--- config.mk ---
export PLATFORM = sky130hd
export DESIGN_NAME = proximity_triggered_actuator_envelope
export DESIGN_NICKNAME = d
export VERILOG_FILES = /design/src/design/pte_pkg.sv /design/src/design/pte_fin_bank.sv /design/src/design/pte_crk_bank.sv /design/src/design/proximity_triggered_actuator_envelope.sv
export VERILOG_INCLUDE_DIRS = /design/src /design/src/design
export SDC_FILE = /design/constraint.sdc
export NUM_CORES = 2
export LEC_CHECK = 0
export ABC_AREA = 1
export BUFFER_PORTS_ARGS = -buffer_cell sky130_fd_sc_hd__buf_2
export CORE_MARGIN = 2
export CORE_UTILIZATION = 50
export DETAILED_ROUTE_END_ITERATION = 10
export PLACE_DENSITY = 0.68
export REMOVE_ABC_BUFFERS = 1
export SLEW_MARGIN = 20
export SYNTH_ARGS = -nofsm -noshare
export SYNTH_HDL_FRONTEND = slang
export SYNTH_SLANG_ARGS = --single-unit
--- constraint.sdc ---
create_clock -name clk -period 7.3 [get_ports clk]
set_input_delay 0.73 -clock clk [delete_from_list [all_inputs] [get_ports clk]]
set_output_delay 0.73 -clock clk [all_outputs]
set_load 0.02 [all_outputs]
--- src/design/assert_macros.svh ---
// ----------------------------------------------------------------------------
// assert_macros.svh
// Clocked assertion macros shared by the envelope design.
// ----------------------------------------------------------------------------
`ifndef ASSERT_MACROS_SVH
`define ASSERT_MACROS_SVH

// The property must hold at every rising edge outside reset.
`define ASSERT_CLK(label, prop, msg) \
    label: assert property (@(posedge clk) disable iff (!rst_n) prop) else $error(msg);

// The expression must never be true at a rising edge outside reset.
`define ASSERT_NEVER(label, expr, msg) \
    label: assert property (@(posedge clk) disable iff (!rst_n) !(expr)) else $error(msg);

`endif

--- src/design/pte_pkg.sv ---
// ----------------------------------------------------------------------------
// pte_pkg
// Types, constants and helper functions for the actuator envelope block.
// ----------------------------------------------------------------------------
package pte_pkg;

    localparam int unsigned FIN_UNITS_DEF     = 3;
    localparam int unsigned CRICKET_UNITS_DEF = 3;

    localparam logic [31:0] FIN_UP_END    = 32'd1000;
    localparam logic [31:0] FIN_HOLD_END  = 32'd1500;
    localparam logic [31:0] CRK_UP_END    = 32'd3000;
    localparam logic [31:0] CRK_HOLD_END  = 32'd4000;
    localparam logic [31:0] CRK_JOIN1     = 32'd500;
    localparam logic [31:0] CRK_JOIN2     = 32'd1000;
    localparam logic [31:0] CRK_JOIN3     = 32'd1500;
    localparam logic [31:0] TENTH_MS      = 32'd100;

    localparam logic [15:0] FIN_GAP_START = 16'd2;
    localparam logic [15:0] CRK_GAP_START = 16'd1;
    localparam logic [15:0] GAP_MAX       = 16'hFFFF;

    localparam logic [1:0] ARM_PAT_CROSS = 2'd0;
    localparam logic [1:0] ARM_PAT_WIRE0 = 2'd1;
    localparam logic [1:0] ARM_PAT_WIRE1 = 2'd2;
    localparam logic [1:0] ARM_PAT_IDLE  = 2'd3;

    localparam logic KIND_FIN     = 1'b0;
    localparam logic KIND_CRICKET = 1'b1;

    localparam logic [15:0] RST_TRIGGER_LEVEL   = 16'd1200;
    localparam logic [7:0]  RST_LIGHT_CEILING   = 8'd255;
    localparam logic [7:0]  RST_MOTOR_CEILING   = 8'd150;
    localparam logic [7:0]  RST_CRICKET_CEILING = 8'd150;
    localparam logic [15:0] RST_ARM_TENTHS      = 16'd10;

    typedef enum logic [2:0] {
        CFG_TRIGGER_LEVEL   = 3'd0,
        CFG_LIGHT_CEILING   = 3'd1,
        CFG_MOTOR_CEILING   = 3'd2,
        CFG_CRICKET_CEILING = 3'd3,
        CFG_WIRE_FIRST_MAX  = 3'd4,
        CFG_WIRE_SECOND_MAX = 3'd5,
        CFG_ARM_ON_TENTHS   = 3'd6,
        CFG_ARM_OFF_TENTHS  = 3'd7
    } cfg_index_t;

    typedef struct packed {
        logic [15:0] trigger_level;
        logic [7:0]  light_ceiling;
        logic [7:0]  motor_ceiling;
        logic [7:0]  cricket_ceiling;
        logic [7:0]  wire_first_max;
        logic [7:0]  wire_second_max;
        logic [15:0] arm_on_tenths;
        logic [15:0] arm_off_tenths;
    } cfg_t;

    typedef struct packed {
        logic        command;
        logic [1:0]  unit;
        logic [31:0] now_ms;
        logic [15:0] sensor_a;
        logic [15:0] sensor_b;
    } upd_t;

    typedef struct packed {
        logic        kind_echo;
        logic [1:0]  unit_echo;
        logic [7:0]  drive_0;
        logic [7:0]  drive_1;
        logic [7:0]  drive_2;
        logic [7:0]  drive_3;
        logic [7:0]  wire_0_level;
        logic [7:0]  wire_1_level;
        logic        arm_active;
        logic        ramp_active;
    } res_t;

    typedef struct packed {
        logic [7:0] light;
        logic [7:0] motor;
        logic [7:0] wire_0;
        logic [7:0] wire_1;
        logic       arm_active;
        logic       ramp_active;
    } fin_view_t;

    typedef logic [3:0][7:0] crk_levels_t;

    typedef struct packed {
        crk_levels_t levels;
        logic        ramp_active;
    } crk_view_t;

    function automatic logic [7:0] up_to(input logic [7:0] lv, input logic [7:0] ceiling);
        return (lv < ceiling) ? lv + 8'd1 : lv;
    endfunction

    function automatic logic [7:0] down_to_zero(input logic [7:0] lv);
        return (lv != 8'd0) ? lv - 8'd1 : lv;
    endfunction

    function automatic logic [15:0] gap_inc(input logic [15:0] gap);
        return (gap == GAP_MAX) ? gap : gap + 16'd1;
    endfunction

endpackage

--- src/design/pte_fin_bank.sv ---
// ----------------------------------------------------------------------------
// pte_fin_bank
// Per-unit state of the fin units: actuator cycle and light/motor ramp.
// ----------------------------------------------------------------------------
module pte_fin_bank #(
    parameter int unsigned FIN_UNITS = pte_pkg::FIN_UNITS_DEF
) (
    input  logic               clk,
    input  logic               rst_n,
    input  logic               commit,
    input  pte_pkg::upd_t      upd,
    input  pte_pkg::cfg_t      cfg,
    output pte_pkg::fin_view_t view
);

    localparam int unsigned UIDX_W = (FIN_UNITS > 1) ? $clog2(FIN_UNITS) : 1;

    logic [UIDX_W+1:0] unit_wide;
    logic [UIDX_W-1:0] idx;
    logic              in_range;

    logic        arm_run_reg   [FIN_UNITS];
    logic [1:0]  arm_pat_reg   [FIN_UNITS];
    logic [31:0] arm_start_reg [FIN_UNITS];
    logic        arm_fw_reg    [FIN_UNITS];
    logic        arm_sw_reg    [FIN_UNITS];
    logic [1:0][7:0] wire_reg  [FIN_UNITS];
    logic        ramp_run_reg  [FIN_UNITS];
    logic [31:0] ramp_start_reg[FIN_UNITS];
    logic [31:0] ramp_last_reg [FIN_UNITS];
    logic [15:0] ramp_gap_reg  [FIN_UNITS];
    logic [7:0]  light_reg     [FIN_UNITS];
    logic [7:0]  motor_reg     [FIN_UNITS];

    logic        arm_run_next;
    logic [1:0]  arm_pat_next;
    logic [31:0] arm_start_next;
    logic        arm_fw_next;
    logic        arm_sw_next;
    logic [1:0][7:0] wire_next;
    logic        ramp_run_next;
    logic [31:0] ramp_start_next;
    logic [31:0] ramp_last_next;
    logic [15:0] ramp_gap_next;
    logic [7:0]  light_next;
    logic [7:0]  motor_next;

    logic [31:0] arm_age;
    logic [31:0] arm_on_lim;
    logic [31:0] arm_total_lim;
    logic [31:0] ramp_age;
    logic        ramp_step;

    assign unit_wide = (UIDX_W+2)'(upd.unit);
    assign idx       = unit_wide[UIDX_W-1:0];
    assign in_range  = unit_wide < (UIDX_W+2)'(FIN_UNITS);

    assign arm_age       = upd.now_ms - arm_start_reg[idx];
    assign arm_on_lim    = 32'(cfg.arm_on_tenths) * pte_pkg::TENTH_MS;
    assign arm_total_lim = (32'(cfg.arm_on_tenths) + 32'(cfg.arm_off_tenths))
                           * pte_pkg::TENTH_MS;
    assign ramp_age      = upd.now_ms - ramp_start_reg[idx];
    assign ramp_step     = (upd.now_ms - ramp_last_reg[idx]) > 32'(ramp_gap_reg[idx]);

    always_comb
    begin
        arm_run_next   = arm_run_reg[idx];
        arm_pat_next   = arm_pat_reg[idx];
        arm_start_next = arm_start_reg[idx];
        arm_fw_next    = arm_fw_reg[idx];
        arm_sw_next    = arm_sw_reg[idx];
        wire_next      = wire_reg[idx];

        if (!arm_run_reg[idx] && upd.sensor_b < cfg.trigger_level
                && upd.sensor_a < cfg.trigger_level)
        begin
            wire_next    = '0;
            arm_pat_next = pte_pkg::ARM_PAT_IDLE;
        end
        else if (!arm_run_reg[idx])
        begin
            case (arm_pat_reg[idx])
                pte_pkg::ARM_PAT_WIRE0:
                begin
                    arm_fw_next = 1'b0;
                    arm_sw_next = 1'b0;
                end
                pte_pkg::ARM_PAT_WIRE1:
                begin
                    arm_fw_next = 1'b1;
                    arm_sw_next = 1'b1;
                end
                default:
                begin
                    arm_fw_next = 1'b0;
                    arm_sw_next = 1'b1;
                end
            endcase
            arm_run_next   = 1'b1;
            arm_start_next = upd.now_ms;
            wire_next[arm_fw_next] = cfg.wire_first_max;
            wire_next[arm_sw_next] = cfg.wire_second_max;
        end
        else if (arm_age > arm_total_lim)
        begin
            arm_run_next = 1'b0;
            arm_pat_next = pte_pkg::ARM_PAT_CROSS;
        end
        else if (arm_age > arm_on_lim)
        begin
            wire_next[arm_sw_reg[idx]] = 8'd0;
            wire_next[arm_fw_reg[idx]] = 8'd0;
        end
    end

    always_comb
    begin
        ramp_run_next   = ramp_run_reg[idx];
        ramp_start_next = ramp_start_reg[idx];
        ramp_last_next  = ramp_last_reg[idx];
        ramp_gap_next   = ramp_gap_reg[idx];
        light_next      = light_reg[idx];
        motor_next      = motor_reg[idx];

        if (upd.sensor_a > cfg.trigger_level && !ramp_run_reg[idx])
        begin
            ramp_run_next   = 1'b1;
            ramp_start_next = upd.now_ms;
            ramp_last_next  = upd.now_ms;
            ramp_gap_next   = pte_pkg::FIN_GAP_START;
        end
        else if (ramp_run_reg[idx])
        begin
            if (ramp_age > pte_pkg::FIN_HOLD_END)
            begin
                if (ramp_step)
                begin
                    light_next     = pte_pkg::down_to_zero(light_reg[idx]);
                    motor_next     = pte_pkg::down_to_zero(motor_reg[idx]);
                    ramp_gap_next  = pte_pkg::gap_inc(ramp_gap_reg[idx]);
                    ramp_last_next = upd.now_ms;
                end
                if (light_next == 8'd0 && motor_next == 8'd0)
                begin
                    ramp_run_next = 1'b0;
                end
            end
            else if (ramp_age <= pte_pkg::FIN_UP_END && ramp_step)
            begin
                light_next     = pte_pkg::up_to(light_reg[idx], cfg.light_ceiling);
                motor_next     = pte_pkg::up_to(motor_reg[idx], cfg.motor_ceiling);
                ramp_gap_next  = pte_pkg::gap_inc(ramp_gap_reg[idx]);
                ramp_last_next = upd.now_ms;
            end
        end
    end

    always_comb
    begin
        view = '0;
        if (in_range)
        begin
            view.light       = light_next;
            view.motor       = motor_next;
            view.wire_0      = wire_next[0];
            view.wire_1      = wire_next[1];
            view.arm_active  = arm_run_next;
            view.ramp_active = ramp_run_next;
        end
    end

    always_ff @(posedge clk or negedge rst_n)
    begin
        if (!rst_n)
        begin
            for (int i = 0; i < FIN_UNITS; i++)
            begin
                arm_run_reg[i]    <= 1'b0;
                arm_pat_reg[i]    <= pte_pkg::ARM_PAT_CROSS;
                arm_start_reg[i]  <= '0;
                arm_fw_reg[i]     <= 1'b0;
                arm_sw_reg[i]     <= 1'b1;
                wire_reg[i]       <= '0;
                ramp_run_reg[i]   <= 1'b0;
                ramp_start_reg[i] <= '0;
                ramp_last_reg[i]  <= '0;
                ramp_gap_reg[i]   <= '0;
                light_reg[i]      <= '0;
                motor_reg[i]      <= '0;
            end
        end
        else if (commit && in_range)
        begin
            arm_run_reg[idx]    <= arm_run_next;
            arm_pat_reg[idx]    <= arm_pat_next;
            arm_start_reg[idx]  <= arm_start_next;
            arm_fw_reg[idx]     <= arm_fw_next;
            arm_sw_reg[idx]     <= arm_sw_next;
            wire_reg[idx]       <= wire_next;
            ramp_run_reg[idx]   <= ramp_run_next;
            ramp_start_reg[idx] <= ramp_start_next;
            ramp_last_reg[idx]  <= ramp_last_next;
            ramp_gap_reg[idx]   <= ramp_gap_next;
            light_reg[idx]      <= light_next;
            motor_reg[idx]      <= motor_next;
        end
    end

endmodule

--- src/design/pte_crk_bank.sv ---
// ----------------------------------------------------------------------------
// pte_crk_bank
// Per-unit state of the cricket units: four-channel ramp envelope.
// ----------------------------------------------------------------------------
module pte_crk_bank #(
    parameter int unsigned CRICKET_UNITS = pte_pkg::CRICKET_UNITS_DEF
) (
    input  logic               clk,
    input  logic               rst_n,
    input  logic               commit,
    input  pte_pkg::upd_t      upd,
    input  pte_pkg::cfg_t      cfg,
    output pte_pkg::crk_view_t view
);

    localparam int unsigned UIDX_W = (CRICKET_UNITS > 1) ? $clog2(CRICKET_UNITS) : 1;

    logic [UIDX_W+1:0] unit_wide;
    logic [UIDX_W-1:0] idx;
    logic              in_range;

    logic                 run_reg   [CRICKET_UNITS];
    logic [31:0]          start_reg [CRICKET_UNITS];
    logic [31:0]          last_reg  [CRICKET_UNITS];
    logic [15:0]          gap_reg   [CRICKET_UNITS];
    pte_pkg::crk_levels_t levels_reg[CRICKET_UNITS];

    logic                 run_next;
    logic [31:0]          start_next;
    logic [31:0]          last_next;
    logic [15:0]          gap_next;
    pte_pkg::crk_levels_t levels_next;

    logic [31:0] age;
    logic        step;
    logic [3:0]  joined;

    assign unit_wide = (UIDX_W+2)'(upd.unit);
    assign idx       = unit_wide[UIDX_W-1:0];
    assign in_range  = unit_wide < (UIDX_W+2)'(CRICKET_UNITS);

    assign age    = upd.now_ms - start_reg[idx];
    assign step   = (upd.now_ms - last_reg[idx]) > 32'(gap_reg[idx]);
    assign joined = {age > pte_pkg::CRK_JOIN3, age > pte_pkg::CRK_JOIN2,
                     age > pte_pkg::CRK_JOIN1, 1'b1};

    always_comb
    begin
        run_next    = run_reg[idx];
        start_next  = start_reg[idx];
        last_next   = last_reg[idx];
        gap_next    = gap_reg[idx];
        levels_next = levels_reg[idx];

        if (upd.sensor_a > cfg.trigger_level && !run_reg[idx])
        begin
            run_next   = 1'b1;
            start_next = upd.now_ms;
            last_next  = upd.now_ms;
            gap_next   = pte_pkg::CRK_GAP_START;
        end
        else if (run_reg[idx])
        begin
            if (age > pte_pkg::CRK_HOLD_END)
            begin
                if (step)
                begin
                    for (int k = 0; k < 4; k++)
                    begin
                        levels_next[k] = pte_pkg::down_to_zero(levels_reg[idx][k]);
                    end
                    gap_next  = pte_pkg::gap_inc(gap_reg[idx]);
                    last_next = upd.now_ms;
                end
                if (levels_next == '0)
                begin
                    run_next = 1'b0;
                end
            end
            else if (age <= pte_pkg::CRK_UP_END && step)
            begin
                // Channels gain one, joined ones a second, up to the ceiling.
                for (int k = 0; k < 4; k++)
                begin
                    levels_next[k] = pte_pkg::up_to(levels_reg[idx][k], cfg.cricket_ceiling);
                    if (joined[k])
                    begin
                        levels_next[k] = pte_pkg::up_to(levels_next[k], cfg.cricket_ceiling);
                    end
                end
                gap_next  = pte_pkg::gap_inc(gap_reg[idx]);
                last_next = upd.now_ms;
            end
        end
    end

    always_comb
    begin
        view = '0;
        if (in_range)
        begin
            view.levels      = levels_next;
            view.ramp_active = run_next;
        end
    end

    always_ff @(posedge clk or negedge rst_n)
    begin
        if (!rst_n)
        begin
            for (int i = 0; i < CRICKET_UNITS; i++)
            begin
                run_reg[i]    <= 1'b0;
                start_reg[i]  <= '0;
                last_reg[i]   <= '0;
                gap_reg[i]    <= '0;
                levels_reg[i] <= '0;
            end
        end
        else if (commit && in_range)
        begin
            run_reg[idx]    <= run_next;
            start_reg[idx]  <= start_next;
            last_reg[idx]   <= last_next;
            gap_reg[idx]    <= gap_next;
            levels_reg[idx] <= levels_next;
        end
    end

endmodule

--- src/design/proximity_triggered_actuator_envelope.sv ---
// ----------------------------------------------------------------------------
// proximity_triggered_actuator_envelope
// Proximity-triggered actuator cycle and ramp envelope for fin and cricket
// units.
// ----------------------------------------------------------------------------
// Each update item on the upd channel carries a command (fin or cricket), a
// unit index, the millisecond time and the IR readings. For every accepted
// item exactly one result item leaves on the res channel, in order, carrying
// the unit's drive levels after the update.
// An accepted item is held in an input register; when the output register
// can advance, the selected unit's state is read, updated and written back
// while the result is captured in the output register. One item is taken
// every cycle while the receiver does not stall.
// The state update for consecutive items on the same unit is chained through
// the unit registers, so no item waits on the one before it.
// When the receiver stalls, the result register holds and the input register
// still takes one more item; further items wait on upd_ready.
// Configuration writes on cfg_we take effect at the next edge and must only
// be made while no item is in flight.
// Reset returns the configuration, the valid flags and all unit state to their reset values at once.
// ----------------------------------------------------------------------------
`include "assert_macros.svh"

module proximity_triggered_actuator_envelope #(
    parameter int unsigned FIN_UNITS     = pte_pkg::FIN_UNITS_DEF,
    parameter int unsigned CRICKET_UNITS = pte_pkg::CRICKET_UNITS_DEF
) (
    input  logic          clk,
    input  logic          rst_n,
    input  logic          upd_valid,
    output logic          upd_ready,
    input  pte_pkg::upd_t upd,
    output logic          res_valid,
    input  logic          res_ready,
    output pte_pkg::res_t res,
    input  logic          cfg_we,
    input  logic [2:0]    cfg_addr,
    input  logic [15:0]   cfg_wdata
);

    pte_pkg::cfg_t cfg_reg;
    pte_pkg::cfg_t cfg_next;

    logic          s1_valid_reg;
    logic          s1_valid_next;
    pte_pkg::upd_t s1_reg;
    logic          res_valid_reg;
    logic          res_valid_next;
    pte_pkg::res_t res_reg;
    pte_pkg::res_t res_next;

    logic advance;
    logic fin_commit;
    logic crk_commit;

    pte_pkg::fin_view_t fin_view;
    pte_pkg::crk_view_t crk_view;

    assign advance    = !res_valid_reg || res_ready;
    assign upd_ready  = !s1_valid_reg || advance;
    assign fin_commit = s1_valid_reg && advance && s1_reg.command == pte_pkg::KIND_FIN;
    assign crk_commit = s1_valid_reg && advance && s1_reg.command == pte_pkg::KIND_CRICKET;

    assign res_valid = res_valid_reg;
    assign res       = res_reg;

    always_comb
    begin
        cfg_next = cfg_reg;
        if (cfg_we)
        begin
            case (pte_pkg::cfg_index_t'(cfg_addr))
                pte_pkg::CFG_TRIGGER_LEVEL:   cfg_next.trigger_level   = cfg_wdata;
                pte_pkg::CFG_LIGHT_CEILING:   cfg_next.light_ceiling   = cfg_wdata[7:0];
                pte_pkg::CFG_MOTOR_CEILING:   cfg_next.motor_ceiling   = cfg_wdata[7:0];
                pte_pkg::CFG_CRICKET_CEILING: cfg_next.cricket_ceiling = cfg_wdata[7:0];
                pte_pkg::CFG_WIRE_FIRST_MAX:  cfg_next.wire_first_max  = cfg_wdata[7:0];
                pte_pkg::CFG_WIRE_SECOND_MAX: cfg_next.wire_second_max = cfg_wdata[7:0];
                pte_pkg::CFG_ARM_ON_TENTHS:   cfg_next.arm_on_tenths   = cfg_wdata;
                pte_pkg::CFG_ARM_OFF_TENTHS:  cfg_next.arm_off_tenths  = cfg_wdata;
                default:                      cfg_next = cfg_reg;
            endcase
        end
    end

    pte_fin_bank #(
        .FIN_UNITS (FIN_UNITS)
    ) u_fin (
        .clk    (clk),
        .rst_n  (rst_n),
        .commit (fin_commit),
        .upd    (s1_reg),
        .cfg    (cfg_reg),
        .view   (fin_view)
    );

    pte_crk_bank #(
        .CRICKET_UNITS (CRICKET_UNITS)
    ) u_crk (
        .clk    (clk),
        .rst_n  (rst_n),
        .commit (crk_commit),
        .upd    (s1_reg),
        .cfg    (cfg_reg),
        .view   (crk_view)
    );

    always_comb
    begin
        res_next           = '0;
        res_next.kind_echo = s1_reg.command;
        res_next.unit_echo = s1_reg.unit;
        if (s1_reg.command == pte_pkg::KIND_FIN)
        begin
            res_next.drive_0      = fin_view.light;
            res_next.drive_1      = fin_view.motor;
            res_next.wire_0_level = fin_view.wire_0;
            res_next.wire_1_level = fin_view.wire_1;
            res_next.arm_active   = fin_view.arm_active;
            res_next.ramp_active  = fin_view.ramp_active;
        end
        else
        begin
            res_next.drive_0     = crk_view.levels[0];
            res_next.drive_1     = crk_view.levels[1];
            res_next.drive_2     = crk_view.levels[2];
            res_next.drive_3     = crk_view.levels[3];
            res_next.ramp_active = crk_view.ramp_active;
        end
    end

    always_comb
    begin
        s1_valid_next = s1_valid_reg;
        if (upd_valid && upd_ready)
        begin
            s1_valid_next = 1'b1;
        end
        else if (advance)
        begin
            s1_valid_next = 1'b0;
        end
        res_valid_next = advance ? s1_valid_reg : res_valid_reg;
    end

    always_ff @(posedge clk or negedge rst_n)
    begin
        if (!rst_n)
        begin
            cfg_reg.trigger_level   <= pte_pkg::RST_TRIGGER_LEVEL;
            cfg_reg.light_ceiling   <= pte_pkg::RST_LIGHT_CEILING;
            cfg_reg.motor_ceiling   <= pte_pkg::RST_MOTOR_CEILING;
            cfg_reg.cricket_ceiling <= pte_pkg::RST_CRICKET_CEILING;
            cfg_reg.wire_first_max  <= '0;
            cfg_reg.wire_second_max <= '0;
            cfg_reg.arm_on_tenths   <= pte_pkg::RST_ARM_TENTHS;
            cfg_reg.arm_off_tenths  <= pte_pkg::RST_ARM_TENTHS;
            s1_valid_reg            <= 1'b0;
            res_valid_reg           <= 1'b0;
        end
        else
        begin
            cfg_reg       <= cfg_next;
            s1_valid_reg  <= s1_valid_next;
            res_valid_reg <= res_valid_next;
        end
    end

    always_ff @(posedge clk)
    begin
        if (upd_valid && upd_ready)
        begin
            s1_reg <= upd;
        end
        if (advance && s1_valid_reg)
        begin
            res_reg <= res_next;
        end
    end

    `ASSERT_CLK(a_stall_blocks_entry,
        (s1_valid_reg && res_valid_reg && !res_ready) |-> !upd_ready,
        "Input taken while both stages are full and the output is stalled.")

    `ASSERT_CLK(a_idle_ramp_levels_zero,
        (res_valid_reg && !res_reg.ramp_active)
            |-> (res_reg.drive_0 == 8'd0 && res_reg.drive_1 == 8'd0
                 && res_reg.drive_2 == 8'd0 && res_reg.drive_3 == 8'd0),
        "A unit without a running ramp reports a non-zero level.")

    `ASSERT_NEVER(a_cricket_no_arm,
        res_valid_reg && res_reg.kind_echo == pte_pkg::KIND_CRICKET
            && (res_reg.arm_active || res_reg.wire_0_level != 8'd0
                || res_reg.wire_1_level != 8'd0),
        "A cricket result carries actuator drive.")

    `ASSERT_CLK(a_drain_empties_output,
        (res_valid_reg && res_ready && !s1_valid_reg) |=> !res_valid_reg,
        "Output stays valid after its item left with nothing behind it.")

endmodule
==> results.toml <==
[run_status]
run_status = "complete, no violations"

[die]
design.die.area_mm2 = 0.1531
fp.dieH_um = 391.2
ioPinCount = 146
rows = 142
die_x_extent_um = 391.2
floorplan.initialDensity_pct = 50.18
core_area_mm2 = 0.1494

[placed_design]
dp_cells = 12620
portBuffers = 145
gpl.final_weighted_congestion = 0.9886
detailedPlace.worstSlack_ns = -0.4012
dp.final_hpwl_um = 178800

[route]
drt_pass_1_iters = 9
post_drt_via_cell_ratio = 5.689
route.detailed.wl_per_inst_um = 19.90
dr_total_vias = 73080
drt_iter0_markers = 7410
ant_nets = 0
route.detailed.drc = 0
final_routed_wirelength_across_all_metal_layers_um = 255600

[global_routing]
largest_net_degree_at_the_start_of_global_routing = 170
busiest_layer = "met2"
grtUsageTotal_pct = 32.84
grt_pass1_vias = 70090
grt_first_pass_wirelength_um = 396700
grt_use_met1_pct = 42.37
grtUsageMet3_pct = 4.907
global_route.usage.met2_pct = 54.33
overflow_left_after_global_routing = 0
initial_antenna_violation_count = 5

[synth]
post_synth.cell_area_avg_um2 = 7.044
post_synth_instance_area_mm2 = 0.07497
post_synth_num_cell_types = 87
yosysTopAreaCellShare_pct = 28.44
synth-edff-count = 120
synth-async-reset-ratio_pct = 87.99
synth-seq-area-share_pct = 34.19
post_synth_main_area_contributors = "sky130_fd_sc_hd__dfrtp_1, sky130_fd_sc_hd__nand2_1, sky130_fd_sc_hd__ha_1, sky130_fd_sc_hd__inv_1, sky130_fd_sc_hd__edfxtp_1"
synthesis.instances = 10640
synth-warning-count = 0
postSynth.topFlopCell = "sky130_fd_sc_hd__dfrtp_1"
postSynthRegisterBits = 999
synth.largest_area_cell = "sky130_fd_sc_hd__dfrtp_1"

[timing]
hold_violations = 0
setup_ws_ns = 0.3001
worst_slew_margin_rel_pct = 21.17
timing.setup.tns_ns = 0
tightest_slew_ns = 1.182
final_period_minus_worst_setup_slack_ns = 7.000
fin_worst_skew_ns = 0.09322
finalMaxSlewViolations = 0
fin_crit_sh_pct = 95.89
maxClockFrequency_mhz = 142.9
finalSetupViolCount = 0

[cts]
cts-buffers-inserted = 114
tritoncts = "built"
clock-sinks = 999
clk-insertion-delay-late_ns = 0.82
clock_path_buffers = 3
clock_root_cell = "sky130_fd_sc_hd__clkbuf_16"
clk_pin_slew_worst_paths_ns = 0.06
cts_htree_levels = 3

[final_layout]
finalNetCount = 11330
area_delta_synth_final_pct = 10.03
layout-drive-gt1-share_pct = 9.706
post-route-util_pct = 55.21
layout.cells.non_filler = 12850
most-common-layout-cells = "sky130_fd_sc_hd__nand2_1, sky130_fd_sc_hd__inv_1, sky130_fd_sc_hd__dfrtp_1, sky130_fd_sc_hd__nand3_1, sky130_fd_sc_hd__o21ai_0"
layout.cells.most_common = "sky130_fd_sc_hd__nand2_1"

[setup_path]
reg2reg_setup_slack_ns = 0.30
worstPathMaxFanout = 8
timing.rr.end = "res[7]$_SDFFCE_PP0P_"
startpoint_type = "register"
crit_required_ns = 7.82
ff2ff_path_depth = 49
critical_setup_path_kind = "register to register"
cp.arrival_ns = 7.52
worst_path_largest_cell_delay_ns = 0.49
critical-path-slowest-cell = "sky130_fd_sc_hd__fa_1"
timing.critical_path.mode_cell = "sky130_fd_sc_hd__nand2_1"
r2r_start = "cfg_reg[2]$_DFFE_PN0P_"
endpoint_kind = "register"

[power]
vdd_ir_drop_max_uv = 769.9
power-per-cell-area_mw_per_mm2 = 488.8
finalPower_mw = 40.33
leakagePower_nw = 41.91

[min_path]
timing.hold.worst.class = "primary input to register"
hold_path_depth = 1
hold-path-endpoint = "s1_reg[22]$_DFFE_PP_"
worst_hold_startpoint = "upd[22]"

[job]
max-cap-violations = 0
synth_stat cells, drive strengths merged, types with 2 or more instances:
| cell | n |
|---|---|
| o21a | 17 |
| nor3 | 76 |
| a21o | 10 |
| o211ai | 106 |
| and2 | 88 |
| dfstp | 27 |
| dfrtp | 852 |
| a221oi | 51 |
| nor4 | 22 |
| a22o | 59 |
| o21bai | 22 |
| a211oi | 13 |
| clkbuf | 283 |
| xnor2 | 48 |
| a221o | 4 |
| xor2 | 169 |
| a21boi | 8 |
| o2111ai | 13 |
| and3 | 6 |
| nor3b | 2 |
| nand2 | 3871 |
| nand3b | 20 |
| nand3 | 749 |
| nand4 | 103 |
| edfxtp | 120 |
| a22oi | 114 |
| inv | 1101 |
| a31oi | 17 |
| a21oi | 528 |
| o21ai | 800 |
| nor2 | 635 |
| ha | 481 |
| o221ai | 4 |
| fa | 29 |
| clkinv | 31 |
| or2 | 7 |
| buf | 145 |
| o31ai | 3 |
cells by family after synthesis:
group | after synthesis | synth area share (%)
xor gates and xnor gates | 217 | 2.575
DFF | 999 | 34.19
AOI/OAI and AO/OA | 1775 | 14.13
and+or+nand+nor | 5580 | 31.22
buffers and inverters | 1563 | 9.077
adders and majority gates | 510 | 8.801
where the power goes:
group / internal (mW) / switching [mW] / leakage [nW]
clock network: 3.49 / 2.58 / 1.92
registers: 7.80 / 1.20 / 12.5
logic: 9.90 / 15.4 / 27.5
what timing repair did:
action / CTS / global route
endpoints found under the setup margin: 64 / 74
endpoints found under the hold margin: 7 / 0
pin swaps: 2 / 57
gates resized for setup: 9 / 105
hold buffers: 1 / 0
setup buffers: 0 / 11
stage by stage:
stage	hold WS [ns]	area, um2
2_1_floorplan	0.4344	72430
3_3_place_gp	0.4608	77910
3_5_place_dp	0.4648	77910
4_1_cts	0.05637	81910
5_1_grt	0.06726	82490
6_report	0.1092	82490
per-layer routing:
layer	wire (um)	share of wire, %
met5	24	0.0094
met3	20170	7.9
met2	119200	47
met4	12180	4.8
met1	104000	41
cell type report:
class | count | area (um2)
antenna | 2 | 5.005
clock buffer | 158 | 3211
clock inverter | 56 | 753.2
fill | 14430 | 66930
inverter | 1132 | 4289
multi-input combinational | 8082 | 43150
sequential | 999 | 25630
tap | 2016 | 2522
timing repair buffer | 401 | 2930
critical path, delay by kind of cell, from the launching register on:
kind	cells	cell delay (ns)
and+or+nand+nor	22	1.85
adders and majority gates	6	1.84
AOI/OAI and AO/OA	12	1.62
buffers and inverters	7	0.68
DFF	1	0.38
xor gates and xnor gates	2	0.36
worst max path at each step:
stage / from / to / slack (ns) / cells after the start
final: cfg_reg[2]$_DFFE_PN0P_ / res[7]$_SDFFCE_PP0P_ / 0.30 / 49
after detailed placement: cfg_reg[1]$_DFFE_PN1P_ / res[15]$_SDFFCE_PP0P_ / -0.40 / 41
after CTS: cfg_reg[1]$_DFFE_PN1P_ / res[7]$_SDFFCE_PP0P_ / 0.02 / 48
after floorplan: res_next[51]$_DFFE_PP_ / u_fin.ramp_start_reg[32]$_DFFE_PN0P_ / -6.83 / 8
after global placement: cfg_reg[1]$_DFFE_PN1P_ / res[13]$_SDFFCE_PP0P_ / -0.43 / 43
after global routing: cfg_reg[2]$_DFFE_PN0P_ / res[7]$_SDFFCE_PP0P_ / -0.07 / 49
No activity file was read; power rests on OpenSTA's default activity.
